[src/bitplane_framebuffer_draw_top_assert.svh]
// Assertion macros for the bitplane framebuffer draw block
`ifndef BITPLANE_FRAMEBUFFER_DRAW_TOP_ASSERT_SVH
`define BITPLANE_FRAMEBUFFER_DRAW_TOP_ASSERT_SVH
`ifndef NO_ASSERTIONS
`define BFD_ASSERT_IMPL(label, clk, rst_n, prop, msg) \
	label: assert property (@(posedge clk) disable iff (!rst_n) prop) else $error(msg);
`define BFD_ASSERT_NEXT(label, clk, rst_n, ante, cons, msg) \
	label: assert property (@(posedge clk) disable iff (!rst_n) (ante) |=> (cons)) else $error(msg);
`else
`define BFD_ASSERT_IMPL(label, clk, rst_n, prop, msg)
`define BFD_ASSERT_NEXT(label, clk, rst_n, ante, cons, msg)
`endif
`endif

[src/bfd_pkg.sv]
// ----------------------------------------------------------------------------
// bfd_pkg
// Shared types and codes of the bitplane framebuffer draw block.
// ----------------------------------------------------------------------------
`default_nettype none
package bfd_pkg;
	localparam logic [2:0] KIND_PIXEL = 3'd0;
	localparam logic [2:0] KIND_HLINE = 3'd1;
	localparam logic [2:0] KIND_VLINE = 3'd2;
	localparam logic [2:0] KIND_CLEAR = 3'd3;
	localparam logic [2:0] KIND_READ  = 3'd4;

	localparam logic [1:0] INK_BLACK   = 2'd0;
	localparam logic [1:0] INK_WHITE   = 2'd1;
	localparam logic [1:0] INK_COLOUR  = 2'd2;
	localparam logic [1:0] INK_INVERSE = 2'd3;

	localparam logic [2:0] REG_ROTATION = 3'd0;
	localparam logic [2:0] REG_TRICOL   = 3'd1;
	localparam logic [2:0] REG_PWIDTH   = 3'd2;
	localparam logic [2:0] REG_PHEIGHT  = 3'd3;
	localparam logic [2:0] REG_VWIDTH   = 3'd4;

	// Operation handed from front to back: walk bytes of one physical row
	// (horizontal), or one byte column over rows (vertical), or read/clear.
	localparam logic [1:0] OP_ROW   = 2'd0;
	localparam logic [1:0] OP_COL   = 2'd1;
	localparam logic [1:0] OP_CLEAR = 2'd2;
	localparam logic [1:0] OP_READ  = 2'd3;

	typedef struct packed {
		logic [1:0]  op;
		logic [1:0]  ink;
		logic [10:0] x0;     // first physical x (column ops: the column)
		logic [10:0] x_end;  // one past last x (row ops)
		logic [10:0] y0;     // first row
		logic [10:0] y_end;  // one past last row (column ops)
		logic [12:0] index;  // read address
		logic        oob;    // read beyond the plane
	} cmd_t;
endpackage
`default_nettype wire

[src/bfd_queue.sv]
// ----------------------------------------------------------------------------
// bfd_queue
// Two-entry command queue between front and back.
// ----------------------------------------------------------------------------
`default_nettype none
module bfd_queue import bfd_pkg::*; (
	input  wire logic clk,
	input  wire logic arst_n,
	input  wire logic wr_valid,
	output logic      wr_ready,
	input  cmd_t      wr_cmd,
	output logic      rd_valid,
	input  wire logic rd_ready,
	output cmd_t      rd_cmd
);
	cmd_t       slot_q [2];
	logic       wp_q, rp_q;
	logic [1:0] cnt_q;
	logic       push, pop;

	assign push = wr_valid && wr_ready;
	assign pop  = rd_valid && rd_ready;
	assign wr_ready = cnt_q != 2'd2;
	assign rd_valid = cnt_q != 2'd0;
	assign rd_cmd = slot_q[rp_q];

	// Advance pointers and count
	always_ff @(posedge clk or negedge arst_n) begin
		if (!arst_n) begin
			wp_q <= 1'b0; rp_q <= 1'b0; cnt_q <= '0;
		end else begin
			if (push) wp_q <= !wp_q;
			if (pop) rp_q <= !rp_q;
			cnt_q <= cnt_q + 2'(push) - 2'(pop);
		end
	end

	always_ff @(posedge clk) begin
		if (push) slot_q[wp_q] <= wr_cmd;
	end
endmodule
`default_nettype wire

[config.mk]
export PLATFORM = sky130hd
export DESIGN_NAME = bfd_queue
export DESIGN_NICKNAME = d
export VERILOG_FILES = /design/src/bitplane_framebuffer_draw_top_assert.svh /design/src/bfd_pkg.sv /design/src/bfd_queue.sv
export SDC_FILE = /design/constraint.sdc
export NUM_CORES = 1
export LEC_CHECK = 0
export BUFFER_PORTS_ARGS = -buffer_cell sky130_fd_sc_hd__buf_2
export CAP_MARGIN = 20
export CORE_MARGIN = 5
export CORE_UTILIZATION = 47
export DETAILED_ROUTE_END_ITERATION = 6
export PLACE_DENSITY = 0.79
export RECOVER_POWER = 25
export SKIP_CTS_REPAIR_TIMING = 1
export SYNTH_ARGS = -nofsm -noshare
export SYNTH_HDL_FRONTEND = slang
export SYNTH_SLANG_ARGS = --single-unit
[constraint.sdc]
create_clock -name clk -period 3.95 [get_ports clk]
set_input_delay 0.79 -clock clk [delete_from_list [all_inputs] [get_ports clk]]
set_output_delay 0.79 -clock clk [all_outputs]
set_load 0.01 [all_outputs]
==> flow_summary.yaml <==
global_route:
  antenna_found_initial: 0
  gr-total-overflow: 0
  grt_pass1_vias: 2670
  grt_max_degree: 39
  grt_pass1_wl_um: 12900
  grt_usage_pct: 15.1
cts:
  clk_pin_slew_ns: 0.06
  numCtsBuffers: 17
  cts_tree: "done"
  cts_num_sinks: 128
  cts_buffer_depth: 2
  clock_latency_ns: 0.51
  htreeDepth: 4
  cts_root_buffer: "clkbuf_8"
sta:
  whs_ns: 0.109
  rsz0062_at_grt: "no"
  setup_viol: 0
  fmax_mhz: 340
  maxSlewHeadroom_pct: 48.6
  worst_pin_slew_ns: 0.769
  finalMaxSlewViolations: 0
  totalNegativeSetupSlack_ns: 0
  hold_viol_final: 0
  fin_crit_sh_pct: 74.5
  fin_worst_skew_ns: 0.00882
  post-route-min-period_ns: 2.94
route:
  dr.pass1.iters: 4
  vias_per_cell: 4.86
  drtAntennaViolNets: 0
  drt-wirelength-per-cell_um: 16.9
  vias: 2457
  wl_met3_um: 571
  top_layer: "met4"
  wl_met1_um: 3360
  drt_iter0_drc: 104
  drc: 0
  finalWirelength_um: 8570
  route.met2.wl_um: 4530
synth:
  ys_warn_count: 0
  synth_top_area_share_pct: 79.3
  syn_area_per_cell_um2: 21.8
  postSynthCellCount: 215
  synth_area_um2: 4690
  synth_top_cell_by_area: "edfxtp_1"
  synth.most_common_cell: "edfxtp_1"
  synth.area.top_cells: "edfxtp_1 79%, mux2_2 15%, dfrtp_1 2.1%"
  ys_ff_latch: 128
  synth_ff_type: "edfxtp_1"
  synth_edf_count: 124
  seq_area_frac_synth_pct: 81.4
  async_reset_ff_share_pct: 3.13
  synth_common_cells: "124 x edfxtp_1, 62 x mux2_2, 6 x buf_4, 4 x dfrtp_1"
  syn-num-nets: 282
  synthDistinctLibCells: 18
floorplan:
  row_count: 36
  core_um2: 9770
  start_util_pct: 48.0
  die-width_um: 110
  ios: 130
  dieArea_um2: 12100
  die_h_um: 110
power:
  leakagePower_nw: 2.27
  pwr_density_cell_nw_per_um2: 784
  vdd_drop_max_mv: 0.424
placement:
  io_buffer_count: 129
  globalplace.congestion: 0.731
  placed_cells_incl_taps: 474
  dp_hpwl_um: 5810
setup_path:
  crit_arrival_ns: 2.15
  reg2reg_slack_ns: 1.87
  slowest_delay_ns: 0.80
  endpoint_kind: "output pin"
  crit_chain: "buf_12 > mux2_2 > buf_2"
  cp_slowest_cell: "dfrtp_2"
  worstPathRequired_ns: 3.16
  cp_max_fo: 36
  critPathKind: "reg2out"
  crit_family: "flip-flops"
  path_buf_inv: 2
  cp-start-kind: "register"
cells_and_area:
  final_cells: 506
  area_delta_synth_final_pct: 30.2
  antenna_cells: 0
  nets: 427
  final_util_pct: 62.5
  drive_above_1_share_pct: 58.2
run:
  cap_violations: 0
status:
  status: "finished, final reports clean"
worst_hold_path:
  hold_class: "in2async"
-- cell type report --
cell class                 count  area (um^2)
clock inverter                14          191
clock buffer                  18          418
fill                         743         3660
sequential                   128         3820
multi-input combinational     80          828
tap                          133          166
timing repair buffer         133          683
-- sequential cells by signal, summed over array words and instances, names as in the netlist --
signal	flops
rp_q	1
slot_q	124
cnt_q	2
wp_q	1
-- logic make-up after synthesis --
family          share of synthesized area (%)
flops                                    81.4
mux                                      14.9
simple gates                             1.28
buf+inv                                  1.07
compound gates                          0.506
xor+xnor                                0.560
fa+ha+maj                               0.266
-- per-layer routing --
layer,global-route usage [%],vias to the layer above
li1,-,1150
met1,17.3,1202
met2,25.3,94
met3,5.64,11
met4,6.41,0
met5,0,-
-- power breakdown --
group | leakage (nW) | switching [mW] | internal, mW
logic | 0.788 | 0.631 | 0.596
registers | 1.20 | 0.139 | 1.86
clock network | 0.287 | 0.544 | 1.02
total | 2.27 | 1.31 | 3.48
-- worst reg2reg max path, cell delays in order (launching register included) --
cell	delay (ns)
dfrtp_1	0.41
nand2b_1	0.18
and3_2	0.66
buf_4	0.48
-- cell usage in the layout (no fill, tap or decap), types with 3 or more instances in the layout --
| cell type | count |
|---|---|
| clkinv_4 | 3 |
| mux2_2 | 62 |
| xnor2_1 | 3 |
| edfxtp_1 | 124 |
| clkinv_2 | 3 |
| bufinv_16 | 4 |
| clkinvlp_4 | 4 |
| buf_2 | 115 |
| clkbuf_1 | 15 |
| clkbuf_16 | 16 |
| dfrtp_1 | 3 |
-- stage by stage --
step / area [um^2] / worst slack (ns) / total power [mW]
after floorplan: 4690 / 0.00891 / 2.80
after global routing: 6110 / 0.895 / 5.04
final: 6110 / 1.01 / 4.79
after detailed placement: 5520 / 1.49 / 3.28
after CTS: 6130 / 0.973 / 4.86
after global placement: 5520 / 1.53 / 3.24
-- worst paths after layout --
check,from,end,cells past startpoint
max in group asynchronous,arst_n,rp_q,1
worst max-delay path,rp_q,rd_cmd[53],3
worst max register to register,cnt_q[0],slot_q[1][60],3
min in group clk,wr_cmd[54],slot_q[0][54],1
worst min register to register,wp_q,wp_q,1
worst min-delay path,arst_n,cnt_q[0],1
Power figures use the tool's default switching activity.
