===== config.mk =====
export PLATFORM = sky130hd
export DESIGN_NAME = bfd_front
export DESIGN_NICKNAME = d
export VERILOG_FILES = /design/src/bitplane_framebuffer_draw_top_assert.svh /design/src/bfd_pkg.sv /design/src/bfd_front.sv
export SDC_FILE = /design/constraint.sdc
export NUM_CORES = 1
export LEC_CHECK = 0
export ABC_AREA = 1
export CAP_MARGIN = 20
export CORE_MARGIN = 2
export CORE_UTILIZATION = 68
export DETAILED_ROUTE_END_ITERATION = 8
export DONT_BUFFER_PORTS = 1
export PLACE_DENSITY = 0.84
export SLEW_MARGIN = 20
export SYNTH_ARGS = -nofsm -noshare
export SYNTH_HDL_FRONTEND = slang
export SYNTH_SLANG_ARGS = --single-unit

===== constraint.sdc =====
create_clock -name clk -period 5.1 [get_ports clk]
set_input_delay 0.255 -clock clk [delete_from_list [all_inputs] [get_ports clk]]
set_output_delay 0.255 -clock clk [all_outputs]
set_load 0.02 [all_outputs]

===== src/bitplane_framebuffer_draw_top_assert.svh =====
// Assertion macros for the bitplane framebuffer draw block
`ifndef BITPLANE_FRAMEBUFFER_DRAW_TOP_ASSERT_SVH
`define BITPLANE_FRAMEBUFFER_DRAW_TOP_ASSERT_SVH
`ifndef NO_ASSERTIONS
`define BFD_ASSERT_IMPL(label, clk, rst_n, prop, msg) \
	label: assert property (@(posedge clk) disable iff (!rst_n) prop) else $error(msg);
`define BFD_ASSERT_NEXT(label, clk, rst_n, ante, cons, msg) \
	label: assert property (@(posedge clk) disable iff (!rst_n) (ante) |=> (cons)) else $error(msg);
`else
`define BFD_ASSERT_IMPL(label, clk, rst_n, prop, msg)
`define BFD_ASSERT_NEXT(label, clk, rst_n, ante, cons, msg)
`endif
`endif


===== src/bfd_pkg.sv =====
// ----------------------------------------------------------------------------
// bfd_pkg
// Shared types and codes of the bitplane framebuffer draw block.
// ----------------------------------------------------------------------------
`default_nettype none
package bfd_pkg;
	localparam logic [2:0] KIND_PIXEL = 3'd0;
	localparam logic [2:0] KIND_HLINE = 3'd1;
	localparam logic [2:0] KIND_VLINE = 3'd2;
	localparam logic [2:0] KIND_CLEAR = 3'd3;
	localparam logic [2:0] KIND_READ  = 3'd4;

	localparam logic [1:0] INK_BLACK   = 2'd0;
	localparam logic [1:0] INK_WHITE   = 2'd1;
	localparam logic [1:0] INK_COLOUR  = 2'd2;
	localparam logic [1:0] INK_INVERSE = 2'd3;

	localparam logic [2:0] REG_ROTATION = 3'd0;
	localparam logic [2:0] REG_TRICOL   = 3'd1;
	localparam logic [2:0] REG_PWIDTH   = 3'd2;
	localparam logic [2:0] REG_PHEIGHT  = 3'd3;
	localparam logic [2:0] REG_VWIDTH   = 3'd4;

	// Operation handed from front to back: walk bytes of one physical row
	// (horizontal), or one byte column over rows (vertical), or read/clear.
	localparam logic [1:0] OP_ROW   = 2'd0;
	localparam logic [1:0] OP_COL   = 2'd1;
	localparam logic [1:0] OP_CLEAR = 2'd2;
	localparam logic [1:0] OP_READ  = 2'd3;

	typedef struct packed {
		logic [1:0]  op;
		logic [1:0]  ink;
		logic [10:0] x0;     // first physical x (column ops: the column)
		logic [10:0] x_end;  // one past last x (row ops)
		logic [10:0] y0;     // first row
		logic [10:0] y_end;  // one past last row (column ops)
		logic [12:0] index;  // read address
		logic        oob;    // read beyond the plane
	} cmd_t;
endpackage
`default_nettype wire


===== src/bfd_front.sv =====
// ----------------------------------------------------------------------------
// bfd_front
// Accepts requests, maps rotation, clips and emits physical commands.
// ----------------------------------------------------------------------------
`default_nettype none
module bfd_front import bfd_pkg::*; (
	input  wire logic        clk,
	input  wire logic        arst_n,
	input  wire logic        in_valid,
	output logic             in_ready,
	input  wire logic [2:0]  kind,
	input  wire logic signed [10:0] pos_x,
	input  wire logic signed [10:0] pos_y,
	input  wire logic signed [10:0] span,
	input  wire logic [1:0]  ink,
	input  wire logic [12:0] byte_index,
	input  wire logic [1:0]  rotation,
	input  wire logic [9:0]  plane_width,
	input  wire logic [9:0]  plane_height,
	input  wire logic [9:0]  visible_width,
	input  wire logic [13:0] plane_lim,
	output logic             cmd_valid,
	input  wire logic        cmd_ready,
	output cmd_t             cmd
);
	// Signed 13-bit arithmetic covers all sums of 11-bit values and 10-bit sizes
	logic signed [12:0] x, y, n, pw, ph, lw, lh, vw;
	logic signed [12:0] ax, ay, an;   // physical start and length
	logic               is_row, go;
	logic signed [12:0] s0, e0, lo_lim, hi_lim;
	logic               issue;
	cmd_t               c;

	assign x  = 13'(pos_x);
	assign y  = 13'(pos_y);
	assign n  = 13'(span);
	assign pw = {3'b0, plane_width[9:3], 3'b0};
	assign ph = {3'b0, plane_height};
	assign vw = {3'b0, visible_width};
	assign lw = rotation[0] ? ph : vw;
	assign lh = rotation[0] ? vw : ph;

	// Map logical request to a physical row or column segment
	always_comb begin
		ax = x; ay = y; an = n; is_row = 1'b1; go = 1'b0;
		case (kind)
			KIND_PIXEL: begin
				an = 13'sd1;
				go = (x >= 0) && (x < lw) && (y >= 0) && (y < lh);
				case (rotation)
					2'd0: begin ax = x; ay = y; end
					2'd1: begin ax = pw - y - 13'sd1; ay = x; end
					2'd2: begin ax = pw - x - 13'sd1; ay = ph - y - 13'sd1; end
					default: begin ax = y; ay = ph - x - 13'sd1; end
				endcase
			end
			KIND_HLINE: begin
				go = n > 0;
				case (rotation)
					2'd0: begin ax = x; ay = y; end
					2'd1: begin ax = pw - y - 13'sd1; ay = x; is_row = 1'b0; end
					2'd2: begin ax = pw - x - n; ay = ph - y - 13'sd1; end
					default: begin ax = y; ay = ph - x - n; is_row = 1'b0; end
				endcase
			end
			KIND_VLINE: begin
				go = n > 0;
				case (rotation)
					2'd0: begin ax = x; ay = y; is_row = 1'b0; end
					2'd1: begin ax = pw - y - n; ay = x; end
					2'd2: begin ax = pw - x - 13'sd1; ay = ph - y - n; is_row = 1'b0; end
					default: begin ax = y; ay = ph - x - 13'sd1; end
				endcase
			end
			default: ;
		endcase
	end

	// Clip the segment along its axis
	always_comb begin
		lo_lim = is_row ? pw : ph;
		s0 = is_row ? ax : ay;
		e0 = s0 + an;
		if (s0 < 0) s0 = '0;
		if (e0 > lo_lim) e0 = lo_lim;
		hi_lim = is_row ? ph : pw;
		c = '0;
		c.ink = ink;
		c.index = byte_index;
		c.oob = {1'b0, byte_index} >= plane_lim;
		c.op = is_row ? OP_ROW : OP_COL;
		if (is_row) begin
			c.x0 = s0[10:0]; c.x_end = e0[10:0]; c.y0 = ay[10:0]; c.y_end = ay[10:0];
		end else begin
			c.x0 = ax[10:0]; c.x_end = ax[10:0]; c.y0 = s0[10:0]; c.y_end = e0[10:0];
		end
		issue = 1'b0;
		case (kind)
			KIND_PIXEL, KIND_HLINE, KIND_VLINE: begin
				issue = go && (e0 > s0) &&
					(is_row ? (ay >= 0 && ay < hi_lim) : (ax >= 0 && ax < hi_lim));
			end
			KIND_CLEAR: begin c.op = OP_CLEAR; issue = 1'b1; end
			KIND_READ:  begin c.op = OP_READ;  issue = 1'b1; end
			default: ;
		endcase
	end

	// Register the command; drop requests that draw nothing
	always_ff @(posedge clk or negedge arst_n) begin
		if (!arst_n) begin
			cmd_valid <= 1'b0;
		end else if (in_ready) begin
			cmd_valid <= in_valid && issue;
		end
	end

	always_ff @(posedge clk) begin
		if (in_ready) cmd <= c;
	end

	assign in_ready = !cmd_valid || cmd_ready;
endmodule
`default_nettype wire


==> flow_metrics.env, run 1 <==
export IMPL_synth_seq_cells=63
export IMPL_clock_path_buffers=2
export IMPL_synth_edf_count=62
export IMPL_synth_area_sq_um=12200
export IMPL_avgSynthCellArea_sq_um=6.24
export IMPL_error_message="[ERROR DPL-0038] Utilization greater than 100%, impossible to legalize"
export IMPL_cts_root_buf="clkbuf_16"
export IMPL_cts_sinks=63
export IMPL_postSynthCellCount=1951
export IMPL_postCtsHoldBufs=1
export IMPL_die_h_um=138
export IMPL_initial_core_util=0.699
export IMPL_yosysWarnings=0
export IMPL_ios=165
export IMPL_synth_cell_types=60
export IMPL_postPlaceCellArea_sq_um=15800
export IMPL_cts_resized_gates=208
export IMPL_status="aborted with a tool error"
export IMPL_place_congestion=1.23
export IMPL_async_flop_share=0.0159
export IMPL_numCtsBuffers=9
export IMPL_dp_hpwl_um=47500
export IMPL_ys_seq_area_frac=0.155
export IMPL_port_buffers=0
export IMPL_postCtsSetupBuffers=82
export IMPL_synth_nets=2229
export IMPL_lastStage="4_1_cts"
export IMPL_ys_flop_type="edfxtp_1"
export IMPL_placed_cells=2581
export IMPL_fp_dieW_um=138
export IMPL_rows=48
export IMPL_htreeDepth=3
stage by stage:
step,utilization,hold slack (ns),setup WS [ns],setup TNS (ns)
after floorplan,-,-0.0406,-1.29,-2.41
after global placement,0.909,-0.0403,-1.67,-13.82
after detailed placement,0.909,-0.0403,-2.09,-20.35
cell families after synthesis:
kind of cell | after synthesis | synth area share
buffers and inverters | 356 | 0.114
AO/OA/AOI/OAI | 392 | 0.185
XOR/XNOR | 42 | 0.0308
AND/OR/NAND/NOR | 921 | 0.328
adder cells (fa/ha/maj) | 177 | 0.186
flip-flops | 63 | 0.155
Yosys cell counts, drive strengths merged (4+ instances only):
cell type,number,area [sq um]
inv,310,1160
xor2,34,305
o2111ai,9,78.8
nand2,559,2150
nand3b,7,52.6
nor2,136,546
o22ai,20,125
nor3,27,140
a21o,7,52.6
buf,15,106
nand3,140,753
o211ai,12,90.1
o221ai,6,52.6
a221oi,5,43.8
o21bai,8,60.1
edfxtp,62,1860
and2,10,62.6
nand4,37,257
ha,170,2130
a31oi,11,68.8
o21a,8,60.1
clkbuf,29,113
a211oi,6,45.0
fa,7,140
o21ai,149,761
a21oi,135,683
xnor2,8,70.1
or2,4,25.0
==> inputs of run 2 (changes only) <==
- CORE_UTILIZATION: 68 -> 40
- PLACE_DENSITY: 0.84 -> not set
- PLACE_DENSITY_LB_ADDON: not set -> 0.15
==> run 2 against run 1 <==
The flow now finishes, with violations (negative setup slack). Synthesized area is the same. Synthesized cell count is the same.
==> flow_metrics.env, run 2 <==
export IMPL_grt_overflow=0
export IMPL_worst_setup_path_end_kind="register"
export IMPL_seq_power_share=0.178
export IMPL_setup_violations_final=23
export IMPL_numCtsBuffers=9
export IMPL_clockPowerShare=0.123
export IMPL_placed_cells=2817
export IMPL_ys_seq_area_frac=0.155
export IMPL_rr_startpoint="cmd_valid"
export IMPL_first_global_vias=15260
export IMPL_clock_path_buffers=2
export IMPL_synth_compound_area_frac=0.185
export IMPL_relSlewSlack=0.514
export IMPL_violations="negative setup slack"
export IMPL_synthMuxAreaShare=0
export IMPL_clkLatencyLatePin_ns=0.34
export IMPL_power_density_nw_per_um2=274
export IMPL_antenna_found_initial=1
export IMPL_clk_pin_slew_worst_paths_ns=0.06
export IMPL_synth_xor_area_frac=0.0308
export IMPL_die_area_sq_um=31800
export IMPL_drc_errors=0
export IMPL_regToRegSetupSlack_ns=3.08
export IMPL_avgSynthCellArea_sq_um=6.24
export IMPL_instances_no_fill=2888
export IMPL_fp_dieW_um=178
export IMPL_synthTopCellsByArea="ha_1 (17%), nand2_1 (17%), edfxtp_1 (15%)"
export IMPL_fin_crit_sh=1.32
export IMPL_synth_seq_cells=63
export IMPL_dr_pass1_iters=6
export IMPL_layout_common_cells="buf_4 (539), nand2_1 (511), inv_1 (288)"
export IMPL_synth_simple_gate_area_share=0.328
export IMPL_final_cell_area_sq_um=18400
export IMPL_yosysWarnings=0
export IMPL_synthAdderAreaFrac=0.186
export IMPL_layout_commonest_cell="buf_4"
export IMPL_worst_r2r_cell_count=2
export IMPL_synth_top_area_frac=0.175
export IMPL_slowest_stage="fa_2"
export IMPL_hold_viol=0
export IMPL_vias=15786
export IMPL_area_growth_pct=51.0
export IMPL_slew_violations=0
export IMPL_async_flop_share=0.0159
export IMPL_leakage_nw=9.58
export IMPL_htreeDepth=3
export IMPL_reg2reg_to="cmd[44]"
export IMPL_ios=165
export IMPL_num_nets_final=2768
export IMPL_initial_core_util=0.408
export IMPL_min_path_cells=0
export IMPL_p_int_w=0.00278
export IMPL_cts_tree="yes"
export IMPL_worstHoldEndpoint="cmd[3]"
export IMPL_port_buffers=0
export IMPL_path_common_cell="nand2_1"
export IMPL_arrival_ns=6.94
export IMPL_crit_path_max_incr_delay_ns=0.40
export IMPL_cts_root_buf="clkbuf_16"
export IMPL_place_congestion=1.02
export IMPL_postSynthCellCount=1951
export IMPL_top_regs="cmd x62, cmd_valid x1"
export IMPL_cp_max_fo=8
export IMPL_rsz0062_at_grt="true"
export IMPL_drt_iter0_markers=1222
export IMPL_synth_edf_count=62
export IMPL_wl_per_cell_um=21.3
export IMPL_power_frac_comb=0.700
export IMPL_hold_start="byte_index[2]"
export IMPL_fin_worst_skew_ns=0.0101
export IMPL_synth_nets=2229
export IMPL_grt_use_total=0.374
export IMPL_cts_sinks=63
export IMPL_die_h_um=178
export IMPL_critPathRequiredTime_ns=5.30
export IMPL_synth_area_sq_um=12200
export IMPL_hold_path_class="in2reg"
export IMPL_critPathLaunchType="input pin"
export IMPL_fin_crit_ns=6.74
export IMPL_p_total_w=0.00503
export IMPL_dp_slack_ns=-2.09
export IMPL_synth_top_family_by_area="simple AND/OR/NAND/NOR gates"
export IMPL_worst_pin_slew_ns=0.729
export IMPL_largest_reg_flops=62
export IMPL_coreArea_sq_um=29800
export IMPL_antenna_left=0
export IMPL_top_register="cmd"
export IMPL_synth_cell_types=60
export IMPL_avgViaCountPerCell=5.47
export IMPL_fin_ws_ns=-1.64
export IMPL_ys_flop_type="edfxtp_1"
export IMPL_drt_total_wl_um=61500
export IMPL_status="complete, but fails checks"
export IMPL_synth_top_cell_by_area="ha_1"
export IMPL_grt_first_pass_wirelength_um=88400
export IMPL_rows=63
export IMPL_path_class="in2reg"
export IMPL_max_freq_mhz=148
export IMPL_peakVddDrop_v=0.000215
export IMPL_maxCapViolations=0
export IMPL_ys_top_cells_by_count="nand2_1 (547), inv_1 (303), ha_1 (170)"
export IMPL_p_sw_w=0.00225
export IMPL_grt_max_degree=47
export IMPL_drive_above_1_share=0.332
export IMPL_dp_hpwl_um=50900
export IMPL_yosysMostFrequentCell="nand2_1"
export IMPL_switching_share=0.448
export IMPL_postPlaceCellArea_sq_um=16600
[run 2: kinds of logic (layout without fill, tap and decap cells)]
logic type                 Yosys count  after routing
AOI/OAI and AO/OA                  392            392
xor gates and xnor gates            42             42
DFF                                 63             63
other                                0              3
and+or+nand+nor                    921            921
buffers and inverters              356            900
adders and majority gates          177            177
[run 2: area by class of cell]
class	instances	area [sq um]
multi-input combinational	1532	10000
antenna	3	7.51
sequential	63	1890
clock inverter	7	72.6
fill	2774	11400
inverter	312	1220
clock buffer	9	225
tap	390	488
timing repair buffer	572	4470
[run 2: worst max-delay path by stage]
stage | startpoint | to | slack (ns) | cells after the start
finish | plane_height[0] | cmd_valid | -1.64 | 53
global route | plane_height[0] | cmd_valid | -2.22 | 53
CTS | plane_height[0] | cmd_valid | -1.47 | 54
detailed placement | pos_x[3] | cmd_valid | -2.09 | 45
global placement | pos_x[4] | cmd_valid | -1.99 | 49
floorplan | plane_height[0] | cmd_valid | -1.29 | 54
[run 2: critical path, delay by kind of cell]
kind,cells,cell delay (ns)
adders and majority gates,6,1.64
xor gates and xnor gates,2,0.35
AOI/OAI and AO/OA,18,2.44
and+or+nand+nor,22,1.87
buffers and inverters,5,0.36
[run 2: power by group through the flow]
| stage | sequential (W) | clock, W | combinational (W) |
|---|---|---|---|
| 4_1_cts | 0.000887 | 0.000614 | 0.00317 |
| 3_5_place_dp | 0.000897 | 0 | 0.00285 |
| 5_1_grt | 0.000908 | 0.000641 | 0.00380 |
| 6_report | 0.000894 | 0.000618 | 0.00352 |
| 3_3_place_gp | 0.000893 | 0 | 0.00282 |
| 2_1_floorplan | 0.000866 | 0 | 0.00155 |
[run 2: repair_timing]
item	in CTS	in global routing
setup buffers	34	31
resized for setup	84	158
endpoints found under the hold margin	1	0
pin swaps	55	93
hold buffers	1	0
setup endpoints to repair	23	23
[run 2: metrics by stage]
stage	setup TNS, ns	util	hold WS, ns
5_1_grt	-17.28	0.617	0.00321
4_1_cts	-9.06	0.589	0.00798
3_5_place_dp	-22.39	0.558	-0.0399
6_report	-10.44	0.617	0.0122
2_1_floorplan	-2.41	-	-0.0406
3_3_place_gp	-20.59	0.558	-0.0397
[run 2: metal layers]
metal	wire length, um	global-route usage	up-vias	share of wire
met2	29000	0.651	651	0.47
li1	-	-	7608	-
met4	5040	0.255	0	0.082
met3	4070	0.0629	217	0.066
met1	23300	0.415	7310	0.38
met5	0	0	-	0
Note: power is estimated with default switching activity, not from simulation.
